$ cat src/rtl/lwwr_pkg.sv
`timescale 1ns / 1ps
// Shared types and constants for the last-writer-wins register replicator.
// Used by the controller, the datapath, the top level and the checker.
package lwwr_pkg;

    localparam int NODE_W  = 5;
    localparam int BOARD_W = 4;
    localparam int ADDR_W  = 48;
    localparam int LEN_W   = 32;
    localparam int VAL_W   = 16;
    localparam int QP_W    = 8;
    localparam int CFG_IDX_W  = 3;
    localparam int CFG_DATA_W = 48;
    localparam int IN_DATA_W  = 56;
    localparam int OUT_DATA_W = 168;

    localparam logic [CFG_IDX_W-1:0] CFG_NODE_COUNT      = 3'd0;
    localparam logic [CFG_IDX_W-1:0] CFG_BOARD_INDEX     = 3'd1;
    localparam logic [CFG_IDX_W-1:0] CFG_LOCAL_ADDRESS   = 3'd2;
    localparam logic [CFG_IDX_W-1:0] CFG_REMOTE_BASE     = 3'd3;
    localparam logic [CFG_IDX_W-1:0] CFG_TRANSFER_LENGTH = 3'd4;

    localparam logic MODE_LOCAL  = 1'b0;
    localparam logic MODE_PEER   = 1'b1;
    localparam logic KIND_DESC   = 1'b0;
    localparam logic KIND_ANSWER = 1'b1;

    localparam logic [NODE_W-1:0] NODE_COUNT_RESET = 5'd2;
    localparam logic [NODE_W-1:0] NODE_COUNT_MIN   = 5'd2;
    localparam logic [LEN_W-1:0]  LENGTH_RESET     = 32'd4;

    typedef enum logic [1:0] {
        ST_IDLE = 2'b01,
        ST_EMIT = 2'b10
    } state_t;

    typedef struct packed {
        logic take_peer;
        logic take_query;
        logic take_write;
        logic emit_desc;
    } lwwr_cmd_t;

    typedef struct packed {
        logic out_free;
        logic in_peer;
        logic in_query;
        logic desc_final;
    } lwwr_status_t;

endpackage

$ cat src/rtl/lwwr_ctrl.sv
`timescale 1ns / 1ps
// Controller state machine: accepts requests and sequences descriptor output.
// Depends on lwwr_pkg; drives commands into lwwr_dp.
module lwwr_ctrl
    import lwwr_pkg::*;
(
    input  logic         clk,
    input  logic         rst_n,
    input  logic         s_tvalid,
    output logic         s_tready,
    input  lwwr_status_t status,
    output lwwr_cmd_t    cmd
);

    state_t state_reg;
    state_t state_next;
    logic   accept;

    assign s_tready = (state_reg == ST_IDLE) && status.out_free;
    assign accept   = s_tvalid && s_tready;

    always_comb
    begin
        state_next     = state_reg;
        cmd            = '0;
        case (state_reg)
            ST_IDLE:
            begin
                if (accept)
                begin
                    if (status.in_peer)
                    begin
                        cmd.take_peer = 1'b1;
                    end
                    else if (status.in_query)
                    begin
                        cmd.take_query = 1'b1;
                    end
                    else
                    begin
                        cmd.take_write = 1'b1;
                        state_next     = ST_EMIT;
                    end
                end
            end
            ST_EMIT:
            begin
                if (status.out_free)
                begin
                    cmd.emit_desc = 1'b1;
                    if (status.desc_final)
                    begin
                        state_next = ST_IDLE;
                    end
                end
            end
            default:
            begin
                state_next = ST_IDLE;
            end
        endcase
    end

    always_ff @(posedge clk or negedge rst_n)
    begin
        if (!rst_n)
        begin
            state_reg <= ST_IDLE;
        end
        else
        begin
            state_reg <= state_next;
        end
    end

endmodule

$ cat src/rtl/lwwr_dp.sv
`timescale 1ns / 1ps
// Datapath: configuration registers, the replicated register and the output stage.
// Depends on lwwr_pkg; commanded by lwwr_ctrl.
module lwwr_dp
    import lwwr_pkg::*;
#(
    parameter int MAX_NODES = 16
)
(
    input  logic                  clk,
    input  logic                  rst_n,
    input  logic                  cfg_valid,
    input  logic [CFG_IDX_W-1:0]  cfg_index,
    input  logic [CFG_DATA_W-1:0] cfg_data,
    input  logic [IN_DATA_W-1:0]  s_tdata,
    input  logic                  s_tuser,
    output logic                  m_tvalid,
    input  logic                  m_tready,
    output logic [OUT_DATA_W-1:0] m_tdata,
    output logic                  m_tuser,
    output logic                  m_tlast,
    input  lwwr_cmd_t             cmd,
    output lwwr_status_t          status
);

    localparam logic [NODE_W:0] NODE_CAP =
        (MAX_NODES > 31) ? 6'd31 : 6'(MAX_NODES);

    logic [NODE_W-1:0]  node_count_reg;
    logic [BOARD_W-1:0] board_index_reg;
    logic [ADDR_W-1:0]  local_address_reg;
    logic [ADDR_W-1:0]  remote_base_reg;
    logic [LEN_W-1:0]   transfer_length_reg;

    logic [VAL_W-1:0]   value_reg;
    logic [VAL_W-1:0]   stamp_reg;

    logic [NODE_W-1:0]  count_reg;
    logic [NODE_W-1:0]  k_reg;
    logic [QP_W-1:0]    qp_base_reg;
    logic [ADDR_W-1:0]  raddr_reg;

    logic               out_valid_reg;
    logic               out_kind_reg;
    logic               out_last_reg;
    logic [QP_W-1:0]    out_qp_reg;
    logic [ADDR_W-1:0]  out_local_reg;
    logic [ADDR_W-1:0]  out_remote_reg;
    logic [LEN_W-1:0]   out_len_reg;
    logic [VAL_W-1:0]   out_value_reg;
    logic [VAL_W-1:0]   out_stamp_reg;

    logic [VAL_W-1:0]   op_value;
    logic [BOARD_W-1:0] peer_index;
    logic [VAL_W-1:0]   peer_value;
    logic [VAL_W-1:0]   peer_stamp;
    logic [NODE_W-1:0]  nodes;
    logic [NODE_W-1:0]  peers;
    logic [NODE_W+BOARD_W-1:0] qp_product;
    logic               peer_wins;

    assign op_value   = s_tdata[15:0];
    assign peer_index = s_tdata[19:16];
    assign peer_value = s_tdata[35:20];
    assign peer_stamp = s_tdata[51:36];

    always_comb
    begin
        if (node_count_reg < NODE_COUNT_MIN)
        begin
            nodes = NODE_COUNT_MIN;
        end
        else if ({1'b0, node_count_reg} > NODE_CAP)
        begin
            nodes = NODE_CAP[NODE_W-1:0];
        end
        else
        begin
            nodes = node_count_reg;
        end
    end

    assign peers      = nodes - 5'd1;
    assign qp_product = board_index_reg * peers;
    assign peer_wins  = (peer_index != board_index_reg) &&
                        ({1'b0, peer_index} < nodes) &&
                        (peer_stamp > stamp_reg);

    assign status.out_free   = !out_valid_reg || m_tready;
    assign status.in_peer    = (s_tuser == MODE_PEER);
    assign status.in_query   = (op_value == '0);
    assign status.desc_final = (k_reg == count_reg - 5'd1);

    always_ff @(posedge clk or negedge rst_n)
    begin
        if (!rst_n)
        begin
            node_count_reg      <= NODE_COUNT_RESET;
            board_index_reg     <= '0;
            local_address_reg   <= '0;
            remote_base_reg     <= '0;
            transfer_length_reg <= LENGTH_RESET;
            value_reg           <= '0;
            stamp_reg           <= '0;
            out_valid_reg       <= 1'b0;
        end
        else
        begin
            if (cfg_valid)
            begin
                case (cfg_index)
                    CFG_NODE_COUNT:      node_count_reg      <= cfg_data[NODE_W-1:0];
                    CFG_BOARD_INDEX:     board_index_reg     <= cfg_data[BOARD_W-1:0];
                    CFG_LOCAL_ADDRESS:   local_address_reg   <= cfg_data;
                    CFG_REMOTE_BASE:     remote_base_reg     <= cfg_data;
                    CFG_TRANSFER_LENGTH: transfer_length_reg <= cfg_data[LEN_W-1:0];
                    default:
                    begin
                    end
                endcase
            end
            if (cmd.take_peer && peer_wins)
            begin
                value_reg <= peer_value;
                stamp_reg <= peer_stamp;
            end
            if (cmd.take_write)
            begin
                value_reg <= op_value;
                stamp_reg <= stamp_reg + 16'd1;
            end
            if (cmd.take_query || cmd.emit_desc)
            begin
                out_valid_reg <= 1'b1;
            end
            else if (m_tready)
            begin
                out_valid_reg <= 1'b0;
            end
        end
    end

    always_ff @(posedge clk)
    begin
        if (cmd.take_write)
        begin
            count_reg   <= peers;
            k_reg       <= '0;
            qp_base_reg <= qp_product[QP_W-1:0];
            raddr_reg   <= remote_base_reg + {{(ADDR_W-BOARD_W-2){1'b0}}, board_index_reg, 2'b00};
        end
        else if (cmd.emit_desc)
        begin
            k_reg <= k_reg + 5'd1;
        end

        if (cmd.take_query)
        begin
            out_kind_reg   <= KIND_ANSWER;
            out_last_reg   <= 1'b1;
            out_qp_reg     <= '0;
            out_local_reg  <= '0;
            out_remote_reg <= '0;
            out_len_reg    <= '0;
            out_value_reg  <= value_reg;
            out_stamp_reg  <= stamp_reg;
        end
        else if (cmd.emit_desc)
        begin
            out_kind_reg   <= KIND_DESC;
            out_last_reg   <= status.desc_final;
            out_qp_reg     <= qp_base_reg + {{(QP_W-NODE_W){1'b0}}, k_reg};
            out_local_reg  <= local_address_reg;
            out_remote_reg <= raddr_reg;
            out_len_reg    <= transfer_length_reg;
            out_value_reg  <= value_reg;
            out_stamp_reg  <= stamp_reg;
        end
    end

    assign m_tvalid = out_valid_reg;
    assign m_tuser  = out_kind_reg;
    assign m_tlast  = out_last_reg;
    assign m_tdata  = {out_stamp_reg, out_value_reg, out_len_reg,
                       out_remote_reg, out_local_reg, out_qp_reg};

endmodule

$ cat src/rtl/lww_register_replicator_top.sv
`timescale 1ns / 1ps
// A query answer is presented in the cycle after its request is accepted. A write
// enters the emit state, which registers one descriptor per cycle while the output is
// free and holds the input until the last of them, node count minus one in all (node
// count capped at MAX_NODES and 31). Peer words and queries do not hold the input.
// Reset clears the register to zero and restores configuration defaults at once.
module lww_register_replicator_top
    import lwwr_pkg::*;
#(
    parameter int MAX_NODES = 16
)
(
    input  logic                  clk,
    input  logic                  rst_n,
    input  logic                  cfg_valid,
    output logic                  cfg_ready,
    input  logic [CFG_IDX_W-1:0]  cfg_index,
    input  logic [CFG_DATA_W-1:0] cfg_data,
    input  logic                  s_tvalid,
    output logic                  s_tready,
    // op_value[15:0], peer_index[19:16], peer_value[35:20], peer_stamp[51:36], zero pad
    input  logic [IN_DATA_W-1:0]  s_tdata,
    // mode
    input  logic                  s_tuser,
    output logic                  m_tvalid,
    input  logic                  m_tready,
    // queue_pair[7:0], dest_local_address[55:8], dest_remote_address[103:56],
    // transfer_bytes[135:104], value_out[151:136], stamp_out[167:152]
    output logic [OUT_DATA_W-1:0] m_tdata,
    // kind
    output logic                  m_tuser,
    output logic                  m_tlast
);

    lwwr_cmd_t    cmd;
    lwwr_status_t status;

    assign cfg_ready = 1'b1;

    lwwr_ctrl u_ctrl
    (
        .clk      (clk),
        .rst_n    (rst_n),
        .s_tvalid (s_tvalid),
        .s_tready (s_tready),
        .status   (status),
        .cmd      (cmd)
    );

    lwwr_dp #(
        .MAX_NODES (MAX_NODES)
    ) u_dp
    (
        .clk       (clk),
        .rst_n     (rst_n),
        .cfg_valid (cfg_valid),
        .cfg_index (cfg_index),
        .cfg_data  (cfg_data),
        .s_tdata   (s_tdata),
        .s_tuser   (s_tuser),
        .m_tvalid  (m_tvalid),
        .m_tready  (m_tready),
        .m_tdata   (m_tdata),
        .m_tuser   (m_tuser),
        .m_tlast   (m_tlast),
        .cmd       (cmd),
        .status    (status)
    );

endmodule

$ cat config.mk
export PLATFORM = sky130hd
export DESIGN_NAME = lww_register_replicator_top
export DESIGN_NICKNAME = d
export VERILOG_FILES = /design/src/rtl/lwwr_pkg.sv /design/src/rtl/lwwr_ctrl.sv /design/src/rtl/lwwr_dp.sv /design/src/rtl/lww_register_replicator_top.sv
export SDC_FILE = /design/constraint.sdc
export NUM_CORES = 1
export LEC_CHECK = 0
export BUFFER_PORTS_ARGS = -buffer_cell sky130_fd_sc_hd__buf_2
export CORE_MARGIN = 2
export CORE_UTILIZATION = 38
export DETAILED_ROUTE_END_ITERATION = 6
export SLEW_MARGIN = 20
export SYNTH_ARGS = -nofsm -noshare
export SYNTH_HDL_FRONTEND = slang
export SYNTH_HIERARCHICAL = 1
export SYNTH_SLANG_ARGS = --single-unit
$ cat constraint.sdc
create_clock -name clk -period 6.9 [get_ports clk]
set_clock_uncertainty 0.15 [all_clocks]
set_input_delay 0.345 -clock clk [delete_from_list [all_inputs] [get_ports clk]]
set_output_delay 0.345 -clock clk [all_outputs]
set_load 0.02 [all_outputs]
-- After elaboration in Yosys (flattened, before gate mapping)
Index checks and enable logic that the tools add are counted.
- word-level logic and storage cells: 90
- flip-flop bits (word level): 408
- output and inout bits: 173
- multiplexer cells: 26
- reductions and logical operators: 19
- order comparisons: 4
- eq/ne operators: 13
- $add $sub $neg: 6
- $mul: 1
- operators with widths (cell ; number):
    $mux 16 ; 8
    $add 48x6->48 ; 1
    $add 16x1->16 const B ; 1
    $gt 16x16->1 ; 1
    $logic_not 16->1 ; 1
    $mux 2 ; 6
    $mux 5 ; 2
    $reduce_and 2->1 ; 5
    $sub 5x1->5 const B ; 2
    $add 8x5->8 ; 1
    $mul 4x5->8 ; 1
    $mux 1 ; 7
    $eq 3x2->1 const B ; 2
    $mux 3 ; 2
    $ne 2x2->1 const B ; 3
    $reduce_bool 2->1 ; 3
    $add 5x1->5 const B ; 1
    $eq 5x5->1 ; 1
    $gt 5x5->1 const B ; 1
    $logic_and 1x1->1 ; 5
    $lt 4x5->1 ; 1
    $lt 5x2->1 const B ; 1
    $reduce_and 5->1 ; 1
    $ne 2x1->1 const B ; 2
    9 further kinds ; 10

-- Longest topological paths before layout
Gate-level depths: netlist (run 1).
- depth after elaboration: 9
- gate-level depth with buffers: 14
- mapped depth without buffers: 14

-- By module
The synthesis (run 1) kept the hierarchy.
- by module, submodules not included (module ; area each (um2) ; cells each ; seq. area each (um2) ; instances):
    lwwr_dp ; 17194.0 ; 1398 ; 9912.0 ; 1
    lwwr_ctrl ; 142.6 ; 15 ; 51.3 ; 1
    lww_register_replicator_top ; 11.3 ; 2 ; 0.0 ; 1

-- Worst setup path after synthesis (run 1)
No wires, ideal clock.
- kind: reg-to-reg
- from: reg u_dp.out_valid_reg, in the netlist u_dp/m_tvalid
- to: reg u_dp.stamp_reg[14]
- period minus slack after synthesis: 6500 ps
- slack: 400 ps
- data arrival time: 6223 ps
- path buffers: 1
- data required time: 6624 ps
- cell stages (with the launch flop): 10
- path through: dfrtp_1 -> nand2b_1 -> nand4b_4 -> nor3_1 -> clkbuf_1 -> nand2_1 -> or2_2 -> o21ai_0 -> a31oi_1 -> a311o_1
- RTL lines (element ; line ; text):
    from (decl) ; lwwr_dp.sv:43 ; logic out_valid_reg;
    from (signal assigned) ; lwwr_dp.sv:105 ; out_valid_reg <= 1'b0;
    from (signal assigned) ; lwwr_dp.sv:134 ; out_valid_reg <= 1'b1;
    from (signal assigned) ; lwwr_dp.sv:138 ; out_valid_reg <= 1'b0;
    to (signal assigned) ; lwwr_dp.sv:125 ; stamp_reg <= peer_stamp;
    to (signal assigned) ; lwwr_dp.sv:130 ; stamp_reg <= stamp_reg + 16'd1;
    to (decl) ; lwwr_dp.sv:36 ; logic [VAL_W-1:0] stamp_reg;

-- Worst setup path in the final report (run 1)
- from: reg u_dp.node_count_reg[1]
- to: reg u_dp.qp_base_reg[7], data pin
- cells in the longest elaborated chain, start to end: 5
- elaborated cells between the ends (all ways): 6
- classes of those cells: add/sub: 1; mul: 1; order compare: 2; mux: 2
- ends and longest elaborated chain (element ; line ; text):
    from (decl) ; lwwr_dp.sv:29 ; logic [NODE_W-1:0] node_count_reg;
    from (signal assigned) ; lwwr_dp.sv:112 ; CFG_NODE_COUNT: node_count_reg <= cfg_data[NODE_W-1:0];
    $gt 5x5->1 ; lwwr_dp.sv:73 ; else if ({1'b0, node_count_reg} > NODE_CAP)
    $mux 5 ; lwwr_dp.sv:73 ;
    $mux 5 * ; lwwr_dp.sv:69 ; if (node_count_reg < NODE_COUNT_MIN)
    $sub 5x1->5 * ; lwwr_dp.sv:83 ; assign peers = nodes - 5'd1;
    named net u_dp.peers[0] ; lwwr_dp.sv:58 ; logic [NODE_W-1:0] peers;
    $mul 4x5->8 * ; lwwr_dp.sv:84 ; assign qp_product = board_index_reg * peers;
    named net u_dp.qp_product[7] ; lwwr_dp.sv:59 ; logic [NODE_W+BOARD_W-1:0] qp_product;
    to (signal assigned) ; lwwr_dp.sv:149 ; qp_base_reg <= qp_product[QP_W-1:0];
    to (decl) ; lwwr_dp.sv:40 ; logic [QP_W-1:0] qp_base_reg;
The timed path passes the listed nets; every way through them passes the cells marked *.
A chain may end at the register's enable or synchronous reset.

==> summary.txt, run 1 <==
status: finished clean
RSZ-0062 raised after global routing: false
mean area per synthesized cell: 12.3 µm²
CP Max Fanout: 6
largest net degree at the start of global routing: 90
Rows: 78
dpl hpwl: 28700 µm
PortBufs: 280
Startpoint Class: flip-flop
Critical Path Slowest Stage Cell: fa_1
CTS Sinks: 408
IO Pins: 286
hold buffers post-CTS: 96
actual transition at the worst max-transition pin: 1.12 ns
critical path class: reg2reg
crit path cell chain: nor3_1 -> or3_1 -> ha_1 -> xnor2_1 -> nand2_1 -> fa_1 -> fa_1 -> inv_1 -> ha_1 -> a21o_1 -> a21oi_1 -> o21bai_1 -> a21oi_1 -> xnor2_1
mean routed wirelength per cell: 17.7 µm
final hold vios: 0
clock transition at the registers of the reported paths: 0.06 ns
1st-iter DRT viols: 607
Final TNS setup: 0 ns
f_max: 0.229 GHz
vias in the first global route: 12100
Die Width: 218 µm
Residual DRC: 0
Clk Latency, worst-skew pair: 0.57 ns
Ys Warns: 6
Resized cells post-CTS: 0
syn_nets: 1579
Fill cells: 4030
worst r2r src: u_dp/node_count_reg[1]$_DFFE_PN1P_
CP bufs+invs: 1
WHS Endpoint: u_dp/stamp_reg[0]$_DFFE_PN0P_
Netlist cell types: 71
Worst Setup SP: u_dp/node_count_reg[1]$_DFFE_PN1P_
TritonCTS clock tree: done
initial core utilization: 0.384
clk buf depth: 3
Setup Buffers After CTS: 0
share of Yosys cell area claimed by the top area cell type: 0.244
Yosys reg bits: 408
Post-Synthesis Cells: 1415
initial antenna violation count: 0
TritonCTS buffer count: 45
reg-to-reg critical path endpoint: u_dp/qp_base_reg[7]$_DFFE_PP_
layout cells sized above 1: 0.286
async set-reset flop share out of synthesis: 0.422
gr ovfl total: 0
GP Congestion: 0.813
final count of pins violating max slew: 0
area grow syn2layout: 25.9%
Max Cap Viol: 0
drt pass-1 iters: 5
cell taking the most area after synthesis: dfrtp_1
required time worst endpoint: 7.07 ns
top_reg_cell synth: dfrtp_1
Worst IR Drop VDD: 0.232 mV
Tcrit/Tclk final: 0.632
DRT antenna net count: 0
Hold Path Stages: 3
post-layout minimum cycle time: 4.36 ns
most frequent cell after synthesis: dfrtp_1
worst r2r path cells: 14
Die Footprint: 0.0474 mm²
routed vias/inst: 4.99
H-tree levels: 2
Max transition margin: 0.251
Post-synth top cells: 169 x dfrtp_1, 162 x nor2_1, 143 x dfxtp_1
CP Data Arrival Time: 4.53 ns
Tot Pwr: 8.88 mW
Mapped Area: 0.0173 mm²
top post-synthesis cells by area: dfrtp_1 24%, dfxtp_1 17%, edfxtp_1 16%, mux2_2 8.8%, mux2i_1 7.8%
worst hold start: s_tdata[36]
worst hold path class: in2reg
total number of vias: 12100
Final setup viols: 0
root cell of the clock tree: clkbuf_16
die height: 218 µm
crit end category: flip-flop
Post-synth EDFFs: 93
fin nets: 1947
Worst path max stage delay: 0.62 ns
Pwr Density: 407 mW/mm²
Total GRT Usage: 0.179
R2R Setup Slk: 2.54 ns
Seq/Total Area, Yosys: 0.574
first-pass GRT wire length: 67100 µm
crit-path leading delay family: adder cells
core region area: 0.0452 mm²
Antenna diodes: 0
final WL: 42800 µm
Leak: 9.22 nW
layout make-up:
class                      instances  area, µm²  area share
tap                              600        751      0.0344
inverter                          51        191     0.00877
timing repair buffer             390       2490       0.114
clock inverter                    20        221      0.0101
clock buffer                      64       1290      0.0590
sequential                       408       9960       0.456
multi-input combinational        887       6930       0.317
worst max path at each step:
stage,cells after the start,slack (ns),to
6_report,14,2.54,u_dp/qp_base_reg[7]$_DFFE_PP_
5_1_grt,14,2.32,u_dp/qp_base_reg[7]$_DFFE_PP_
4_1_cts,14,2.51,u_dp/qp_base_reg[7]$_DFFE_PP_
3_5_place_dp,14,2.50,u_dp/qp_base_reg[7]$_DFFE_PP_
3_3_place_gp,14,2.56,u_dp/qp_base_reg[7]$_DFFE_PP_
2_1_floorplan,9,0.40,u_dp/stamp_reg[14]$_DFFE_PN0P_
where the power goes:
part | switching (mW) | internal [mW] | leakage [nW] | total (mW)
logic | 1.60 | 1.12 | 4.40 | 2.72
registers | 0.469 | 3.28 | 4.09 | 3.75
clock network | 0.980 | 1.43 | 0.735 | 2.41
tightest hold or removal path, cell delays in order:
cell and delay (ns):
buf_2 0.10, inv_1 0.09, o311ai_0 0.14
cell usage in the layout, fill, tap and decap left out, drive strengths merged, types with 10 or more instances in the layout:
cell,netlist,final
a21oi,19,19
a2bb2oi,15,15
a31oi,25,25
and2,11,11
buf,28,293
clkbuf,41,65
clkinv,1,11
dfrtp,169,169
dfxtp,143,143
dlygate4sd3,0,96
edfxtp,93,93
ha,43,43
inv,50,55
mux2,135,135
mux2i,135,135
nand2,44,44
nand2b,10,10
nand3,23,23
nand4,26,26
nor2,162,162
nor2b,10,10
nor3,15,15
nor4,12,12
o21ai,34,34
xnor2,52,52
xor2,24,24
cell families after synthesis:
kind of cell / share of synthesized area
flops: 0.574
simple gates: 0.0997
mux: 0.166
compound gates: 0.0530
buf+inv: 0.0286
xor+xnor: 0.0384
fa+ha+maj: 0.0402
other cells: 0.000216
layer usage:
layer | up-vias | GRT usage | part of all wire | routed length [µm]
met5 | - | 0 | 0 | 0
met4 | 0 | 0.0575 | 0.023 | 987
met3 | 72 | 0.0444 | 0.068 | 2920
met2 | 336 | 0.286 | 0.46 | 19700
met1 | 5905 | 0.238 | 0.45 | 19200
li1 | 5761 | - | - | -
per-stage QoR:
step / util / std cells / worst slack, ns / cell area [µm²] / hold WS [ns]
after floorplan: - / 1415 / 0.400 / 17300 / -0.101
after global placement: 0.429 / 2240 / 2.56 / 19400 / 0.164
after detailed placement: 0.429 / 2240 / 2.50 / 19400 / 0.163
after CTS: 0.483 / 2420 / 2.51 / 21800 / 0.00702
after global routing: 0.483 / 2420 / 2.32 / 21800 / 0.0217
final: 0.483 / 2420 / 2.54 / 21800 / 0.0393
Note: power is estimated with default switching activity, not from simulation.
==> run 2, diff against run 1 <==
==> constraint.sdc (replaced) <==
create_clock -name clk -period 3.9 [get_ports clk]
set_clock_uncertainty 0.15 [all_clocks]
set_input_delay 0.195 -clock clk [delete_from_list [all_inputs] [get_ports clk]]
set_output_delay 0.195 -clock clk [all_outputs]
set_load 0.02 [all_outputs]
==> run 2 against run 1 <==
Register-to-register slack worse by 2.4 ns; sequential cell count unchanged; via count up 0.82%; critical path depth unchanged; core utilization up 0.70 points; final area up 1.5%; critical endpoint unchanged; largest power group unchanged.
==> summary.txt, run 2 (same netlist as run 1, synthesis figures left out) <==
R2R Setup Slk: 0.12 ns
fin nets: 1967
Leak: 9.36 nW
PortBufs: 280
TritonCTS clock tree: done
Residual DRC: 0
layout cells sized above 1: 0.296
switch share: 0.346
vias in the first global route: 12300
DRT antenna net count: 0
Internal: 10.4 mW
clk buf depth: 3
initial antenna violation count: 2
Most common cell on crit path: fa_1
post-layout minimum cycle time: 3.78 ns
largest net degree at the start of global routing: 142
dpl hpwl: 29000 µm
1st-iter DRT viols: 760
Max transition margin: 0.310
Startpoint Class: flip-flop
total number of vias: 12200
Tcrit/Tclk final: 0.970
Worst IR Drop VDD: 0.432 mV
Pwr Density: 719 mW/mm²
area grow syn2layout: 27.7%
IO Pins: 286
Worst path max stage delay: 0.54 ns
CTS Sinks: 408
crit-path leading delay family: adder cells
initial core utilization: 0.384
Clk Latency, worst-skew pair: 0.58 ns
Total GRT Usage: 0.183
core region area: 0.0452 mm²
share of power burned in registers: 0.417
crit end category: flip-flop
gr ovfl total: 0
routed vias/inst: 4.99
H-tree levels: 2
critical path class: reg2reg
CP Data Arrival Time: 3.94 ns
clock transition at the registers of the reported paths: 0.06 ns
commonest non-fill, non-tap cells in the layout: 279 x buf_2, 169 x dfrtp_1, 161 x nor2_1
CP bufs+invs: 1
CP Max Fanout: 4
GP Congestion: 0.851
worst r2r path cells: 14
RSZ-0062 raised after global routing: true
worst hold path class: in2async
Die Width: 218 µm
final count of pins violating max slew: 0
f_max: 0.264 GHz
worst r2r src: u_dp/node_count_reg[1]$_DFFE_PN1P_
status: finished clean
most common cell after layout, fill and taps aside: buf_2
Hold Slack: 0.148 ns
required time worst endpoint: 4.06 ns
Tot Pwr: 15.9 mW
drt pass-1 iters: 6
Clk network pwr share: 0.268
Die Footprint: 0.0474 mm²
crit path cell chain: nor3_2 -> or3_4 -> ha_4 -> xnor2_4 -> nand2_2 -> fa_1 -> fa_1 -> inv_1 -> ha_1 -> a21o_1 -> a21oi_2 -> o21bai_1 -> a21oi_1 -> xnor2_1
Fill cells: 4035
final WL: 44000 µm
final hold vios: 0
P_sw: 5.51 mW
Logic pwr share: 0.315
first-pass GRT wire length: 68700 µm
Max Cap Viol: 0
die height: 218 µm
actual transition at the worst max-transition pin: 1.04 ns
Critical Path Slowest Stage Cell: dfstp_2
root cell of the clock tree: clkbuf_16
Final setup viols: 0
reg-to-reg critical path endpoint: u_dp/qp_base_reg[7]$_DFFE_PP_
TritonCTS buffer count: 45
Rows: 78
mean routed wirelength per cell: 18.0 µm
## run 2: cell types whose count changed in the layout (fill, tap and decap cells not counted), moves of 2 or more
cell / previous run / this run
inv_6: 3 / 0
clkinv_2: 4 / 7
clkbuf_8: 8 / 11
bufinv_16: 3 / 1
clkinv_4: 1 / 3
ha_1: 43 / 41
dlygate4sd3_1: 96 / 105
clkbuf_1: 11 / 6
buf_12: 1 / 5
ha_4: 0 / 2
buf_4: 13 / 20
## run 2: cell type report
class,instances,area (µm²),area share
diodes,1,2.50,0.000113
multi-input cells,887,7010,0.316
flip-flops and latches,408,9960,0.450
repair buffers,410,2710,0.122
clock inverters,18,175,0.00791
clock buffers,64,1350,0.0609
inverters,51,191,0.00864
well taps,600,751,0.0339
## run 2: worst max-delay path by stage
stage / from / end / slack, ns / cells past startpoint
final: u_dp/node_count_reg[1]$_DFFE_PN1P_ / u_dp/qp_base_reg[7]$_DFFE_PP_ / 0.12 / 14
after global routing: u_dp/node_count_reg[1]$_DFFE_PN1P_ / u_dp/qp_base_reg[7]$_DFFE_PP_ / -0.04 / 14
after CTS: u_dp/node_count_reg[1]$_DFFE_PN1P_ / u_dp/qp_base_reg[7]$_DFFE_PP_ / 0.006 / 14
after detailed placement: u_dp/node_count_reg[1]$_DFFE_PN1P_ / u_dp/qp_base_reg[7]$_DFFE_PP_ / 0.005 / 14
after global placement: u_dp/node_count_reg[1]$_DFFE_PN1P_ / u_dp/qp_base_reg[7]$_DFFE_PP_ / 0.01 / 14
after floorplan: u_dp/node_count_reg[1]$_DFFE_PN1P_ / u_dp/qp_base_reg[7]$_DFFE_PP_ / 0.01 / 14
## run 2: power groups by stage
stage	combinational [mW]	clock (mW)	sequential, mW
2_1_floorplan	2.29	0	7.42
3_3_place_gp	4.68	0	6.66
3_5_place_dp	4.77	0	6.70
4_1_cts	4.98	4.40	6.64
5_1_grt	5.51	4.56	6.80
6_report	5.01	4.27	6.64
## run 2: repair_timing
| item | 4_1_cts | 5_1_grt |
|---|---|---|
| setup endpoints to repair | 0 | 18 |
| hold endpoints to repair | 284 | 0 |
| setup buffers | 0 | 1 |
| hold buffers | 105 | 0 |
| gates resized for setup | 0 | 7 |
## run 2: worst reg2reg max path, delay by kind of cell (launching register included)
family	cells	cell delay, ns
DFF	1	0.54
and+or+nand+nor	3	0.55
xor gates and xnor gates	2	0.26
buffers and inverters	1	0.05
adders and majority gates	4	1.46
AOI/OAI and AO/OA	4	0.52
## run 2: routing by layer
| layer | up-vias | GRT usage | part of all wire |
|---|---|---|---|
| met5 | - | 0 | 0 |
| met4 | 0 | 0.0539 | 0.024 |
| met3 | 74 | 0.0473 | 0.064 |
| met2 | 313 | 0.288 | 0.46 |
| met1 | 5996 | 0.249 | 0.45 |
| li1 | 5790 | - | - |
## run 2: stage by stage
stage | setup TNS, ns | utilization | cells | instance area, µm² | worst slack [ns]
CTS | 0 | 0.489 | 2437 | 22100 | 0.00643
detailed placement | 0 | 0.432 | 2250 | 19500 | 0.00545
finish | 0 | 0.490 | 2439 | 22200 | 0.119
floorplan | 0 | - | 1415 | 17400 | 0.0105
global placement | 0 | 0.432 | 2250 | 19500 | 0.0146
global route | -0.0395 | 0.490 | 2439 | 22200 | -0.0395
==> run 3, diff against run 2 <==
--- a/config.mk
+++ b/config.mk
@@ -9,6 +9,7 @@
 export CORE_MARGIN = 2
 export CORE_UTILIZATION = 38
 export DETAILED_ROUTE_END_ITERATION = 6
+export RECOVER_POWER = 100
 export SLEW_MARGIN = 20
 export SYNTH_ARGS = -nofsm -noshare
 export SYNTH_HDL_FRONTEND = slang
==> run 3 against run 2 <==
The run now ends with design-rule violations, max-capacitance violations, max-slew violations left; clock power hardly changed; critical path type unchanged; core utilization decreased by 0.51 points; sequential power barely moved; largest cell class unchanged; highest routed layer unchanged; first-iteration DRC count up 8.2%.
==> summary.txt, run 3 (same netlist as run 1, synthesis figures left out) <==
status: finished with violations
failing checks: design-rule violations, max-capacitance violations, max-slew violations
final WL: 44000 µm
core region area: 0.0452 mm²
GP Congestion: 0.851
Hold Path Stages: 3
Clk Latency, worst-skew pair: 0.58 ns
share of power burned in registers: 0.423
reg-to-reg critical path endpoint: u_dp/qp_base_reg[7]$_DFFE_PP_
CP Max Fanout: 4
worst hold path class: in2reg
clock transition at the registers of the reported paths: 0.06 ns
final hold vios: 0
dpl hpwl: 29000 µm
critical path class: reg2reg
Rows: 78
actual transition at the worst max-transition pin: 3.24 ns
gr ovfl total: 0
area grow syn2layout: 26.4%
f_max: 0.265 GHz
Die Width: 218 µm
clk buf depth: 3
final non-filler cell area: 0.0219 mm²
worst r2r path cells: 14
RSZ-0062 raised after global routing: true
Tot Pwr: 15.7 mW
DRT antenna net count: 0
Internal: 10.2 mW
Tcrit/Tclk final: 0.969
CTS Sinks: 408
commonest non-fill, non-tap cells in the layout: 174 x clkbuf_1, 169 x dfrtp_1, 161 x nor2_1
initial core utilization: 0.384
TritonCTS clock tree: done
TritonCTS buffer count: 45
Startpoint Class: flip-flop
post-layout minimum cycle time: 3.78 ns
most common cell after layout, fill and taps aside: clkbuf_1
Total GRT Usage: 0.183
routed vias/inst: 5.00
fin nets: 1967
first-pass GRT wire length: 68700 µm
Pwr Density: 718 mW/mm²
Worst IR Drop VDD: 0.429 mV
vias in the first global route: 12300
1st-iter DRT viols: 822
Final setup viols: 0
crit end category: flip-flop
Residual DRC: 4
required time worst endpoint: 4.06 ns
IO Pins: 286
PortBufs: 280
drt pass-1 iters: 7
final count of pins violating max slew: 116
initial antenna violation count: 2
worst hold start: cfg_data[23]
worst r2r src: u_dp/node_count_reg[1]$_DFFE_PN1P_
die height: 218 µm
largest net degree at the start of global routing: 142
Placement Cell Area: 0.0195 mm²
Max transition margin: -1.16
CP Data Arrival Time: 3.94 ns
R2R Setup Slk: 0.12 ns
Leak: 8.83 nW
Logic pwr share: 0.306
layout cells sized above 1: 0.204
WHS Endpoint: u_dp/local_address_reg[23]$_DFFE_PN0P_
Hold Slack: 0.267 ns
mean routed wirelength per cell: 18.1 µm
root cell of the clock tree: clkbuf_16
H-tree levels: 2
Max Cap Viol: 1
Die Footprint: 0.0474 mm²
Clk network pwr share: 0.271
P_sw: 5.53 mW
switch share: 0.351
total number of vias: 12200
run 3: changes by cell type in the layout (fill, tap and decap cells not counted):
| cell | previous run | this run |
|---|---|---|
| clkbuf_1 | 6 | 174 |
| buf_2 | 279 | 112 |
| buf_4 | 20 | 19 |
| buf_8 | 1 | 0 |
| clkbuf_2 | 0 | 1 |
| nor4b_1 | 2 | 3 |
| nor4b_2 | 1 | 0 |
run 3: how the worst max path moves through the flow:
stage	from	end	slack, ns	depth (start not counted)
detailed placement	u_dp/node_count_reg[1]$_DFFE_PN1P_	u_dp/qp_base_reg[7]$_DFFE_PP_	0.005	14
global placement	u_dp/node_count_reg[1]$_DFFE_PN1P_	u_dp/qp_base_reg[7]$_DFFE_PP_	0.01	14
floorplan	u_dp/node_count_reg[1]$_DFFE_PN1P_	u_dp/qp_base_reg[7]$_DFFE_PP_	0.01	14
finish	u_dp/node_count_reg[1]$_DFFE_PN1P_	u_dp/qp_base_reg[7]$_DFFE_PP_	0.12	14
CTS	u_dp/node_count_reg[1]$_DFFE_PN1P_	u_dp/qp_base_reg[7]$_DFFE_PP_	0.006	14
global route	u_dp/node_count_reg[1]$_DFFE_PN1P_	u_dp/qp_base_reg[7]$_DFFE_PP_	-0.04	14
run 3: critical path: stages (launching register included):
cell	delay [ns]
dfstp_2	0.54
nor3_2	0.05
or3_4	0.41
ha_4	0.19
xnor2_4	0.18
nand2_2	0.09
fa_1	0.48
fa_1	0.53
inv_1	0.05
ha_1	0.26
a21o_1	0.16
a21oi_2	0.13
o21bai_1	0.08
a21oi_1	0.15
xnor2_1	0.08
run 3: layout make-up:
class                           instances  area [µm²]
Clock buffer                           64        1350
Tap cell                              600         751
Multi-Input combinational cell        887        7000
Fill cell                            4139       23300
Antenna cell                            1        2.50
Inverter                               51         191
Clock inverter                         18         175
Sequential cell                       408        9960
Timing Repair Buffer                  410        2490
run 3: repair_timing:
action,in CTS,in global routing
endpoints found under the setup margin,0,18
hold endpoints to repair,284,0
buffers inserted,0,1
resized for setup,0,7
hold buffers,105,0
run 3: metrics by stage:
step | cells | setup TNS [ns] | worst slack, ns | util
2_1_floorplan | 1415 | 0 | 0.0105 | -
3_3_place_gp | 2250 | 0 | 0.0146 | 0.432
3_5_place_dp | 2250 | 0 | 0.00545 | 0.432
4_1_cts | 2437 | 0 | 0.00643 | 0.489
5_1_grt | 2439 | -0.0395 | -0.0395 | 0.485
6_report | 2439 | 0 | 0.120 | 0.485
run 3: power groups by stage:
stage | sequential (mW) | combinational [mW] | clock, mW
after floorplan | 7.42 | 2.29 | 0
after global placement | 6.66 | 4.68 | 0
after detailed placement | 6.70 | 4.77 | 0
after CTS | 6.64 | 4.98 | 4.40
after global routing | 6.83 | 5.31 | 4.56
final | 6.66 | 4.81 | 4.27
run 3: routing by layer:
metal | track usage | wire, µm | vias up | share of wire
li1 | - | - | 5782 | -
met1 | 0.249 | 20000 | 6020 | 0.45
met4 | 0.0539 | 1010 | 0 | 0.023
met2 | 0.288 | 20200 | 312 | 0.46
met3 | 0.0473 | 2800 | 71 | 0.064
met5 | 0 | 0 | - | 0
